==> config.mk <==
export PLATFORM = sky130hd
export DESIGN_NAME = lexicographic_permutation_stepper_flat
export DESIGN_NICKNAME = d
export VERILOG_FILES = /design/src/rtl/core/lps_pkg.sv /design/src/rtl/core/lps_if.sv /design/src/rtl/core/lps_datapath.sv /design/src/rtl/core/lps_ctrl.sv /design/src/rtl/core/lexicographic_permutation_stepper.sv /design/src/flat_wrapper.sv
export SDC_FILE = /design/constraint.sdc
export NUM_CORES = 1
export LEC_CHECK = 0
export BUFFER_PORTS_ARGS = -buffer_cell sky130_fd_sc_hd__buf_2
export CAP_MARGIN = 20
export CORE_MARGIN = 2
export CORE_UTILIZATION = 45
export DETAILED_ROUTE_END_ITERATION = 16
export MAX_ROUTING_LAYER = met4
export PLACE_DENSITY_LB_ADDON = 0.25
export SLEW_MARGIN = 20
export SYNTH_ARGS = -nofsm -noshare
export SYNTH_HDL_FRONTEND = slang
export SYNTH_SLANG_ARGS = --single-unit
export TNS_END_PERCENT = 20
==> constraint.sdc <==
create_clock -name clock -period 9.71 [get_ports clock]
set_clock_uncertainty 0.2 [all_clocks]
set_input_delay 0 -clock clock [delete_from_list [all_inputs] [get_ports clock]]
set_output_delay 0 -clock clock [all_outputs]
set_load 0.01 [all_outputs]
==> src/rtl/core/lps_pkg.sv <==
// Package for the lexicographic permutation stepper.
// Holds sizes, operation and status codes and the controller/datapath structs.
// No dependencies.
package lps_pkg;

   localparam int MaxLen = 16;
   localparam int IdxW = 4;
   localparam int ValW = 4;
   localparam int LenW = 5;

   typedef enum logic [2:0] {
      FUNC_SWAP = 3'd0,
      FUNC_NEXT = 3'd1,
      FUNC_PREV = 3'd2,
      FUNC_IDENT = 3'd3,
      FUNC_READ = 3'd4
   } func_type;

   typedef enum logic [1:0] {
      STAT_OK = 2'd0,
      STAT_NONE = 2'd1,
      STAT_RANGE = 2'd2
   } status_type;

   typedef enum logic [3:0] {
      DP_NOP = 4'd0,
      DP_LOAD = 4'd1,
      DP_SWAP = 4'd2,
      DP_IDENT = 4'd3,
      DP_PIVOT = 4'd4,
      DP_SUCC = 4'd5,
      DP_XCHG = 4'd6,
      DP_REV = 4'd7,
      DP_EMIT = 4'd8,
      DP_REPLY = 4'd9
   } dp_cmd_type;

   typedef struct packed {
      dp_cmd_type cmd;
      logic upward;
   } ctl_type;

   typedef struct packed {
      logic pivot_done;
      logic pivot_fail;
      logic succ_done;
      logic rev_done;
      logic emit_last;
   } dp_stat_type;

   typedef struct packed {
      logic [1:0] status;
      logic [IdxW-1:0] position;
      logic [ValW-1:0] value;
      logic last;
   } rsp_pay_type;

endpackage

==> src/rtl/core/lps_if.sv <==
// Valid/ready channel interfaces for requests and responses.
// Depends on lps_pkg.
interface lps_req_if;
   logic valid;
   logic ready;
   logic [2:0] func;
   logic [lps_pkg::IdxW-1:0] index_a;
   logic [lps_pkg::IdxW-1:0] index_b;
   modport source (output valid, func, index_a, index_b, input ready);
   modport sink (input valid, func, index_a, index_b, output ready);
endinterface

interface lps_rsp_if;
   logic valid;
   logic ready;
   logic [1:0] status;
   logic [lps_pkg::IdxW-1:0] position;
   logic [lps_pkg::ValW-1:0] value;
   logic last;
   modport source (output valid, status, position, value, last, input ready);
   modport sink (input valid, status, position, value, last, output ready);
endinterface

==> src/rtl/core/lps_datapath.sv <==
// Datapath: permutation store, scan indices and output payload formation.
// Depends on lps_pkg.
module lps_datapath (
   input  logic clock,
   input  logic reset,
   input  lps_pkg::ctl_type ctl,
   input  logic [2:0] func,
   input  logic [lps_pkg::IdxW-1:0] index_a,
   input  logic [lps_pkg::IdxW-1:0] index_b,
   input  logic [lps_pkg::LenW-1:0] perm_length,
   output lps_pkg::dp_stat_type stat,
   output lps_pkg::rsp_pay_type pay
);
   logic [lps_pkg::ValW-1:0] ent_ff [lps_pkg::MaxLen];
   logic [lps_pkg::LenW-1:0] n_ff;
   logic [2:0] func_ff;
   logic [lps_pkg::IdxW-1:0] a_ff, b_ff;
   logic [lps_pkg::LenW-1:0] i_ff, j_ff, k_ff, lo_ff, hi_ff;
   logic [lps_pkg::LenW-1:0] n_use;
   logic [lps_pkg::ValW-1:0] vi, vi1, vj, vk, vpiv;
   logic gt_i, take, a_bad, b_bad, fail_now;

   assign n_use = (perm_length > lps_pkg::LenW'(lps_pkg::MaxLen)) ?
                  lps_pkg::LenW'(lps_pkg::MaxLen) : perm_length;
   assign vi = ent_ff[i_ff[lps_pkg::IdxW-1:0]];
   assign vi1 = ent_ff[4'(i_ff + 5'd1)];
   assign vj = ent_ff[j_ff[lps_pkg::IdxW-1:0]];
   assign vk = ent_ff[k_ff[lps_pkg::IdxW-1:0]];
   assign vpiv = vi;
   assign gt_i = ctl.upward ? (vi > vi1) : (vi < vi1);
   assign take = ctl.upward ? (vj > vpiv && vj < vk) : (vj < vpiv && vj > vk);
   assign a_bad = {1'b0, a_ff} >= n_ff;
   assign b_bad = {1'b0, b_ff} >= n_ff;
   assign fail_now = (n_ff < 5'd2) || (i_ff == 5'd0 && gt_i);

   always_comb begin
      stat.pivot_fail = fail_now;
      stat.pivot_done = fail_now || !gt_i;
      stat.succ_done = (j_ff >= n_ff);
      stat.rev_done = (lo_ff >= hi_ff);
      stat.emit_last = (j_ff + 5'd1 == n_ff);
   end

   always_ff @(posedge clock) begin
      if (reset) begin
         for (int e = 0; e < lps_pkg::MaxLen; e++) ent_ff[e] <= lps_pkg::ValW'(e);
      end else begin
         case (ctl.cmd)
            lps_pkg::DP_LOAD: begin
               n_ff <= n_use;
               func_ff <= func;
               a_ff <= index_a;
               b_ff <= index_b;
               i_ff <= n_use - 5'd2;
            end
            lps_pkg::DP_SWAP: begin
               if (!a_bad && !b_bad) begin
                  ent_ff[a_ff] <= ent_ff[b_ff];
                  ent_ff[b_ff] <= ent_ff[a_ff];
               end
            end
            lps_pkg::DP_IDENT: begin
               for (int e = 0; e < lps_pkg::MaxLen; e++)
                  if (lps_pkg::LenW'(e) < n_ff) ent_ff[e] <= lps_pkg::ValW'(e);
            end
            lps_pkg::DP_PIVOT: begin
               if (gt_i && i_ff != 5'd0) i_ff <= i_ff - 5'd1;
               k_ff <= i_ff + 5'd1;
               j_ff <= i_ff + 5'd2;
            end
            lps_pkg::DP_SUCC: begin
               if (j_ff < n_ff) begin
                  if (take) k_ff <= j_ff;
                  j_ff <= j_ff + 5'd1;
               end
            end
            lps_pkg::DP_XCHG: begin
               ent_ff[i_ff[lps_pkg::IdxW-1:0]] <= vk;
               ent_ff[k_ff[lps_pkg::IdxW-1:0]] <= vi;
               lo_ff <= i_ff + 5'd1;
               hi_ff <= n_ff - 5'd1;
            end
            lps_pkg::DP_REV: begin
               if (lo_ff < hi_ff) begin
                  ent_ff[lo_ff[lps_pkg::IdxW-1:0]] <= ent_ff[hi_ff[lps_pkg::IdxW-1:0]];
                  ent_ff[hi_ff[lps_pkg::IdxW-1:0]] <= ent_ff[lo_ff[lps_pkg::IdxW-1:0]];
                  lo_ff <= lo_ff + 5'd1;
                  hi_ff <= hi_ff - 5'd1;
               end
               j_ff <= '0;
            end
            lps_pkg::DP_EMIT: j_ff <= j_ff + 5'd1;
            default: ;
         endcase
      end
   end

   // Payload for the current response, chosen by operation and phase.
   always_comb begin
      pay = '0;
      pay.last = 1'b1;
      if (ctl.cmd == lps_pkg::DP_EMIT) begin
         pay.position = j_ff[lps_pkg::IdxW-1:0];
         pay.value = vj;
         pay.last = stat.emit_last;
      end else begin
         case (func_ff)
            lps_pkg::FUNC_SWAP:
               pay.status = (a_bad || b_bad) ? lps_pkg::STAT_RANGE : lps_pkg::STAT_OK;
            lps_pkg::FUNC_NEXT, lps_pkg::FUNC_PREV: pay.status = lps_pkg::STAT_NONE;
            lps_pkg::FUNC_READ: begin
               pay.position = a_ff;
               pay.status = a_bad ? lps_pkg::STAT_RANGE : lps_pkg::STAT_OK;
               pay.value = a_bad ? '0 : ent_ff[a_ff];
            end
            default: pay.status = lps_pkg::STAT_OK;
         endcase
      end
   end
endmodule

==> src/rtl/core/lps_ctrl.sv <==
// Controller state machine sequencing one operation per item.
// Depends on lps_pkg.
module lps_ctrl (
   input  logic clock,
   input  logic reset,
   input  logic req_valid,
   output logic req_ready,
   input  logic [2:0] req_func,
   output logic rsp_valid,
   input  logic rsp_ready,
   input  lps_pkg::dp_stat_type stat,
   output lps_pkg::ctl_type ctl
);
   typedef enum logic [7:0] {
      S_IDLE = 8'b00000001,
      S_DISP = 8'b00000010,
      S_PIVOT = 8'b00000100,
      S_SUCC = 8'b00001000,
      S_XCHG = 8'b00010000,
      S_REV = 8'b00100000,
      S_EMIT = 8'b01000000,
      S_REPLY = 8'b10000000
   } state_type;

   state_type state_ff, state_in;
   logic [2:0] func_ff;
   logic up_ff;

   assign req_ready = (state_ff == S_IDLE);
   assign ctl.upward = up_ff;

   always_comb begin
      state_in = state_ff;
      ctl.cmd = lps_pkg::DP_NOP;
      rsp_valid = 1'b0;
      case (state_ff)
         S_IDLE: begin
            if (req_valid) begin
               ctl.cmd = lps_pkg::DP_LOAD;
               state_in = S_DISP;
            end
         end
         S_DISP: begin
            case (func_ff)
               lps_pkg::FUNC_SWAP: begin
                  state_in = S_REPLY;
               end
               lps_pkg::FUNC_IDENT: begin
                  ctl.cmd = lps_pkg::DP_IDENT;
                  state_in = S_REPLY;
               end
               lps_pkg::FUNC_READ: state_in = S_REPLY;
               lps_pkg::FUNC_NEXT, lps_pkg::FUNC_PREV: state_in = S_PIVOT;
               default: state_in = S_IDLE;
            endcase
         end
         S_PIVOT: begin
            ctl.cmd = lps_pkg::DP_PIVOT;
            if (stat.pivot_fail) state_in = S_REPLY;
            else if (stat.pivot_done) state_in = S_SUCC;
         end
         S_SUCC: begin
            ctl.cmd = lps_pkg::DP_SUCC;
            if (stat.succ_done) state_in = S_XCHG;
         end
         S_XCHG: begin
            ctl.cmd = lps_pkg::DP_XCHG;
            state_in = S_REV;
         end
         S_REV: begin
            ctl.cmd = lps_pkg::DP_REV;
            if (stat.rev_done) state_in = S_EMIT;
         end
         S_EMIT: begin
            rsp_valid = 1'b1;
            if (rsp_ready) begin
               ctl.cmd = lps_pkg::DP_EMIT;
               if (stat.emit_last) state_in = S_IDLE;
            end
         end
         S_REPLY: begin
            rsp_valid = 1'b1;
            if (rsp_ready) begin
               if (func_ff == lps_pkg::FUNC_SWAP) ctl.cmd = lps_pkg::DP_SWAP;
               state_in = S_IDLE;
            end
         end
         default: state_in = S_IDLE;
      endcase
   end

   always_ff @(posedge clock) begin
      if (reset) begin
         state_ff <= S_IDLE;
      end else begin
         state_ff <= state_in;
      end
      if (state_ff == S_IDLE && req_valid) begin
         func_ff <= req_func;
         up_ff <= (req_func == lps_pkg::FUNC_NEXT);
      end
   end
endmodule

==> src/rtl/core/lexicographic_permutation_stepper.sv <==
// Lexicographic permutation stepper: top level with APB register and channels.
// One item at a time. A next or previous step loads, dispatches, scans for the pivot,
// scans the suffix for the successor, exchanges, reverses the suffix, then emits n
// results; a failed step replies with status none. Swap, identity and read each
// give a single result; a swap is applied when its result is taken.
// Synchronous active-high reset restores identity and perm_length 16.
module lexicographic_permutation_stepper (
   input  logic clock,
   input  logic reset,
   lps_req_if.sink req,
   lps_rsp_if.source rsp,
   input  logic csr_psel,
   input  logic csr_penable,
   input  logic csr_pwrite,
   input  logic [1:0] csr_paddr,
   input  logic [31:0] csr_pwdata,
   output logic [31:0] csr_prdata,
   output logic csr_pready
);
   // The only register, perm_length, sits at address zero.
   logic [lps_pkg::LenW-1:0] len_ff;
   lps_pkg::ctl_type ctl;
   lps_pkg::dp_stat_type stat;
   lps_pkg::rsp_pay_type pay;

   assign csr_pready = 1'b1;
   assign csr_prdata = (csr_paddr == 2'd0) ? {27'd0, len_ff} : 32'd0;

   always_ff @(posedge clock) begin
      if (reset) begin
         len_ff <= lps_pkg::LenW'(16);
      end else if (csr_psel && csr_penable && csr_pwrite && csr_paddr == 2'd0) begin
         len_ff <= csr_pwdata[lps_pkg::LenW-1:0];
      end
   end

   // The controller sequences each item; the datapath holds the store.
   lps_ctrl u_ctrl (
      .clock(clock), .reset(reset),
      .req_valid(req.valid), .req_ready(req.ready), .req_func(req.func),
      .rsp_valid(rsp.valid), .rsp_ready(rsp.ready),
      .stat(stat), .ctl(ctl)
   );

   lps_datapath u_dp (
      .clock(clock), .reset(reset), .ctl(ctl),
      .func(req.func), .index_a(req.index_a), .index_b(req.index_b),
      .perm_length(len_ff), .stat(stat), .pay(pay)
   );

   assign rsp.status = pay.status;
   assign rsp.position = pay.position;
   assign rsp.value = pay.value;
   assign rsp.last = pay.last;

   // No new item is taken while a response is being offered.
   a_no_overlap: assert property (@(posedge clock) disable iff (reset)
      !(req.ready && rsp.valid)) else $error("request accepted during response");
   // After a response marked last is taken, the block returns to accepting items.
   a_last_idle: assert property (@(posedge clock) disable iff (reset)
      (rsp.valid && rsp.ready && rsp.last) |=> req.ready)
      else $error("not idle after last response");
endmodule

==> src/flat_wrapper.sv <==
// flat-port wrapper written by rule: the top's interface ports become plain ports
module lexicographic_permutation_stepper_flat 
  (clock, reset, csr_psel, csr_penable, csr_pwrite, csr_paddr, csr_pwdata, csr_prdata, csr_pready, req_valid, req_func, req_index_a, req_index_b, req_ready, rsp_valid, rsp_status, rsp_position, rsp_value, rsp_last, rsp_ready);
  lps_req_if req_i ();
  lps_rsp_if rsp_i ();
  input  logic clock;
  input  logic reset;
  input  logic csr_psel;
  input  logic csr_penable;
  input  logic csr_pwrite;
  input  logic [1:0] csr_paddr;
  input  logic [31:0] csr_pwdata;
  output logic [31:0] csr_prdata;
  output logic csr_pready;
  input wire logic [$bits(req_i.valid)-1:0] req_valid;
  input wire logic [$bits(req_i.func)-1:0] req_func;
  input wire logic [$bits(req_i.index_a)-1:0] req_index_a;
  input wire logic [$bits(req_i.index_b)-1:0] req_index_b;
  output wire logic [$bits(req_i.ready)-1:0] req_ready;
  output wire logic [$bits(rsp_i.valid)-1:0] rsp_valid;
  output wire logic [$bits(rsp_i.status)-1:0] rsp_status;
  output wire logic [$bits(rsp_i.position)-1:0] rsp_position;
  output wire logic [$bits(rsp_i.value)-1:0] rsp_value;
  output wire logic [$bits(rsp_i.last)-1:0] rsp_last;
  input wire logic [$bits(rsp_i.ready)-1:0] rsp_ready;
  assign req_i.valid = req_valid;
  assign req_i.func = req_func;
  assign req_i.index_a = req_index_a;
  assign req_i.index_b = req_index_b;
  assign req_ready = req_i.ready;
  assign rsp_valid = rsp_i.valid;
  assign rsp_status = rsp_i.status;
  assign rsp_position = rsp_i.position;
  assign rsp_value = rsp_i.value;
  assign rsp_last = rsp_i.last;
  assign rsp_i.ready = rsp_ready;
  lexicographic_permutation_stepper u_core (.clock(clock), .reset(reset), .req(req_i), .rsp(rsp_i), .csr_psel(csr_psel), .csr_penable(csr_penable), .csr_pwrite(csr_pwrite), .csr_paddr(csr_paddr), .csr_pwdata(csr_pwdata), .csr_prdata(csr_prdata), .csr_pready(csr_pready));
endmodule
==> impl_metrics.ini <==
[setup_path]
reg2reg_depth = 16
endpoint = u_core.u_ctrl.state_ff[3]$_SDFFE_PP0P_
slowest_stage = mux4_2
timing.rr.start = u_core.u_dp.i_ff[0]$_DFFE_PP_
crit_arrival_ns = 5.55
cp-startpoint = u_core.u_dp.i_ff[0]$_DFFE_PP_
required_ns = 9.87
critPathLaunchType = flip-flop
end_kind = flip-flop
critical_path.cell_chain = buf_4 -> inv_1 -> ha_1 -> buf_4 -> mux4_2 -> mux4_2 -> inv_1 -> ha_1 -> nor2b_1 -> o21a_1 -> o2111a_1 -> a211o_1 -> a211o_1 -> nand3b_1 -> or4_1 -> o21ai_0
crit_fanout = 26
r2r_slack_ns = 4.32
worstSetupPathType = reg2reg
max_stage_delay_ns = 0.54
r2r_end = u_core.u_ctrl.state_ff[3]$_SDFFE_PP0P_

[drt]
drt-initial-drc-count = 1601
drt_wl_total_mm = 45.7
ant_nets = 0
wl_met3_mm = 5.51
wl_per_cell_um = 26.9
viasPerCell = 6.83
top_layer_used = met4
route.detailed.drc = 0
route.vias.total = 11600
wl_met2_mm = 20.8
wl_met1_mm = 18.0
dr.pass1.iters = 7

[timing]
final_hold_viol_count = 0
tightestPinTransition_ns = 1.15
fin_tns_setup_ns = 0
fmax_mhz = 186
slew_headroom_pct = 23.2
slew_viol_final = 0
layout_min_cycle_time_ns = 5.39
postLayoutSetupSlackWorst_ns = 4.32
timing.final.crit_share_pct = 55.5
setup_viol = 0
rsz0062_at_grt = false

[place]
post-place-ws_ns = 4.38
dp_hpwl_mm = 34.8
place_congestion = 0.969
placed_area_um2 = 13800
portBuffers = 42

[floorplan]
die_area_um2 = 31200
ios = 98
core_area_um2 = 29500
start_util_pct = 45.5
die_h_um = 177
row_count = 63
dieWidth_um = 177

[run]
maxCapViolCount = 0

[synth]
syn_area_um2 = 13400
synth_cells = 1270
ys_types = 80
yosysSeqAreaShare_pct = 30.3
synth.avg_cell_area_um2 = 10.6
synthFlopType = edfxtp_1
synth-seq-cells = 149
ys_async_sr_fraction_pct = 0
yosysWarningCount = 0
synth_edf_count = 108

[grt]
grt-ovfl-total = 0
grt_pass1_wl_mm = 69.3
grt_start_max_net_pins = 51
track_usage_pct = 30.8
antenna_found_initial = 0
grt_pass1_vias = 11100

[power]
powerDensity_nw_per_um2 = 165
max-vdd-ir-drop_mv = 0.119
p_leak_nw = 5.14

[clock_tree]
cts-htree-levels = 4
cts_tree = built
postCtsSetupRepairBufs = 0
cts.clk_slew.worst_paths_ns = 0.08
clock_sinks = 149
cts_buffers = 17
clk_latency_ns = 0.44
cts-root-buf = clkbuf_16
clockBufferDepth = 2

[layout]
nets = 1391
area_growth_pct = 9.55
stdcell_area_um2 = 14700
final_common_cell = mux4_2
most-common-layout-cells = mux4_2, nand2_1, edfxtp_1, a21oi_1, nor2_1
drive_gt1_share_pct = 22.7
diodes = 0

[min_path]
hp-class = in2reg

[run_status]
status = complete, no violations
-- synthesized netlist by cell type (all sizes together), types with 14 or more instances --
cell type / number / area share, %
o21ai: 88 / 3.5
dfxtp: 41 / 6.1
a22oi: 16 / 0.90
nand2b: 14 / 0.65
nor3b: 14 / 0.78
a21oi: 82 / 3.1
inv: 53 / 1.5
edfxtp: 108 / 24
nand2: 125 / 3.5
buf: 55 / 2.6
nand4: 14 / 0.65
nor3: 32 / 1.5
xnor2: 18 / 1.2
mux2i: 17 / 1.4
nor2b: 17 / 0.79
nor2: 77 / 2.3
clkbuf: 52 / 1.5
mux4: 150 / 25
nand3: 63 / 2.4
ha: 42 / 3.9
mux2: 17 / 1.5
-- layout make-up --
type                            count  area, um2
Fill cell                        2688      14800
Multi-Input combinational cell    986       8710
Sequential cell                   149       4070
Timing Repair Buffer               89        638
Tap cell                          390        488
Clock buffer                       19        454
Inverter                           54        203
Clock inverter                     13        133
-- logic make-up (layout without fill, tap and decap cells) --
| logic type | Yosys count | count (layout) | share of synthesized area [%] |
|---|---|---|---|
| other | 2 | 28 | 0.0560 |
| AO/OA/AOI/OAI | 280 | 280 | 13.4 |
| XOR/XNOR | 28 | 28 | 1.83 |
| multiplexers | 184 | 184 | 28.0 |
| adder cells (fa/ha/maj) | 42 | 42 | 3.92 |
| AND/OR/NAND/NOR | 424 | 424 | 16.9 |
| buffers and inverters | 161 | 175 | 5.62 |
| flip-flops | 149 | 149 | 30.3 |
-- layer usage --
metal,track usage [%],vias up
met2,46.6,847
met4,9.23,0
met1,41.1,5687
li1,-,4954
met3,7.82,121
met5,-,-
-- stage by stage --
stage | power (mW) | hold slack [ns] | std cells | utilization, %
floorplan | 1.48 | -0.101 | 1296 | -
global placement | 1.72 | -0.00455 | 1638 | 46.8
detailed placement | 1.74 | -0.00264 | 1638 | 46.8
CTS | 2.41 | 0.0813 | 1700 | 49.8
global route | 2.53 | 0.105 | 1700 | 49.8
finish | 2.43 | 0.0909 | 1700 | 49.8
-- critical path: cells and delay by family (launching register included) --
| kind | cells | cell delay (ns) |
|---|---|---|
| AOI/OAI and AO/OA | 5 | 1.25 |
| muxes | 2 | 1.02 |
| DFF | 1 | 0.32 |
| and+or+nand+nor | 3 | 0.97 |
| adders and majority gates | 2 | 0.55 |
| buffers and inverters | 4 | 0.95 |
-- timing repair --
item / in CTS / in global routing
hold buffers: 30 / 0
gates resized for setup: 0 / 0
endpoints found under the hold margin: 38 / 0
-- power by group --
group	internal (mW)	leakage, nW	switching [mW]
clock network	0.377	0.289	0.299
logic	0.370	3.57	0.507
registers	0.741	1.28	0.134
-- worst min-delay path by stage --
stage / from / to / slack [ns] / cells past startpoint
CTS: req_index_a[3] / u_core.u_dp.a_ff[3]$_DFFE_PP_ / 0.08 / 2
detailed placement: req_index_a[3] / u_core.u_dp.a_ff[3]$_DFFE_PP_ / -0.003 / 1
finish: req_index_a[3] / u_core.u_dp.a_ff[3]$_DFFE_PP_ / 0.09 / 2
global route: req_index_a[1] / u_core.u_dp.a_ff[1]$_DFFE_PP_ / 0.10 / 2
global placement: req_index_a[3] / u_core.u_dp.a_ff[3]$_DFFE_PP_ / -0.005 / 1
floorplan: req_func[0] / u_core.u_ctrl.func_ff[0]$_DFFE_PP_ / -0.10 / 0
(Power assumes the default switching activity.)
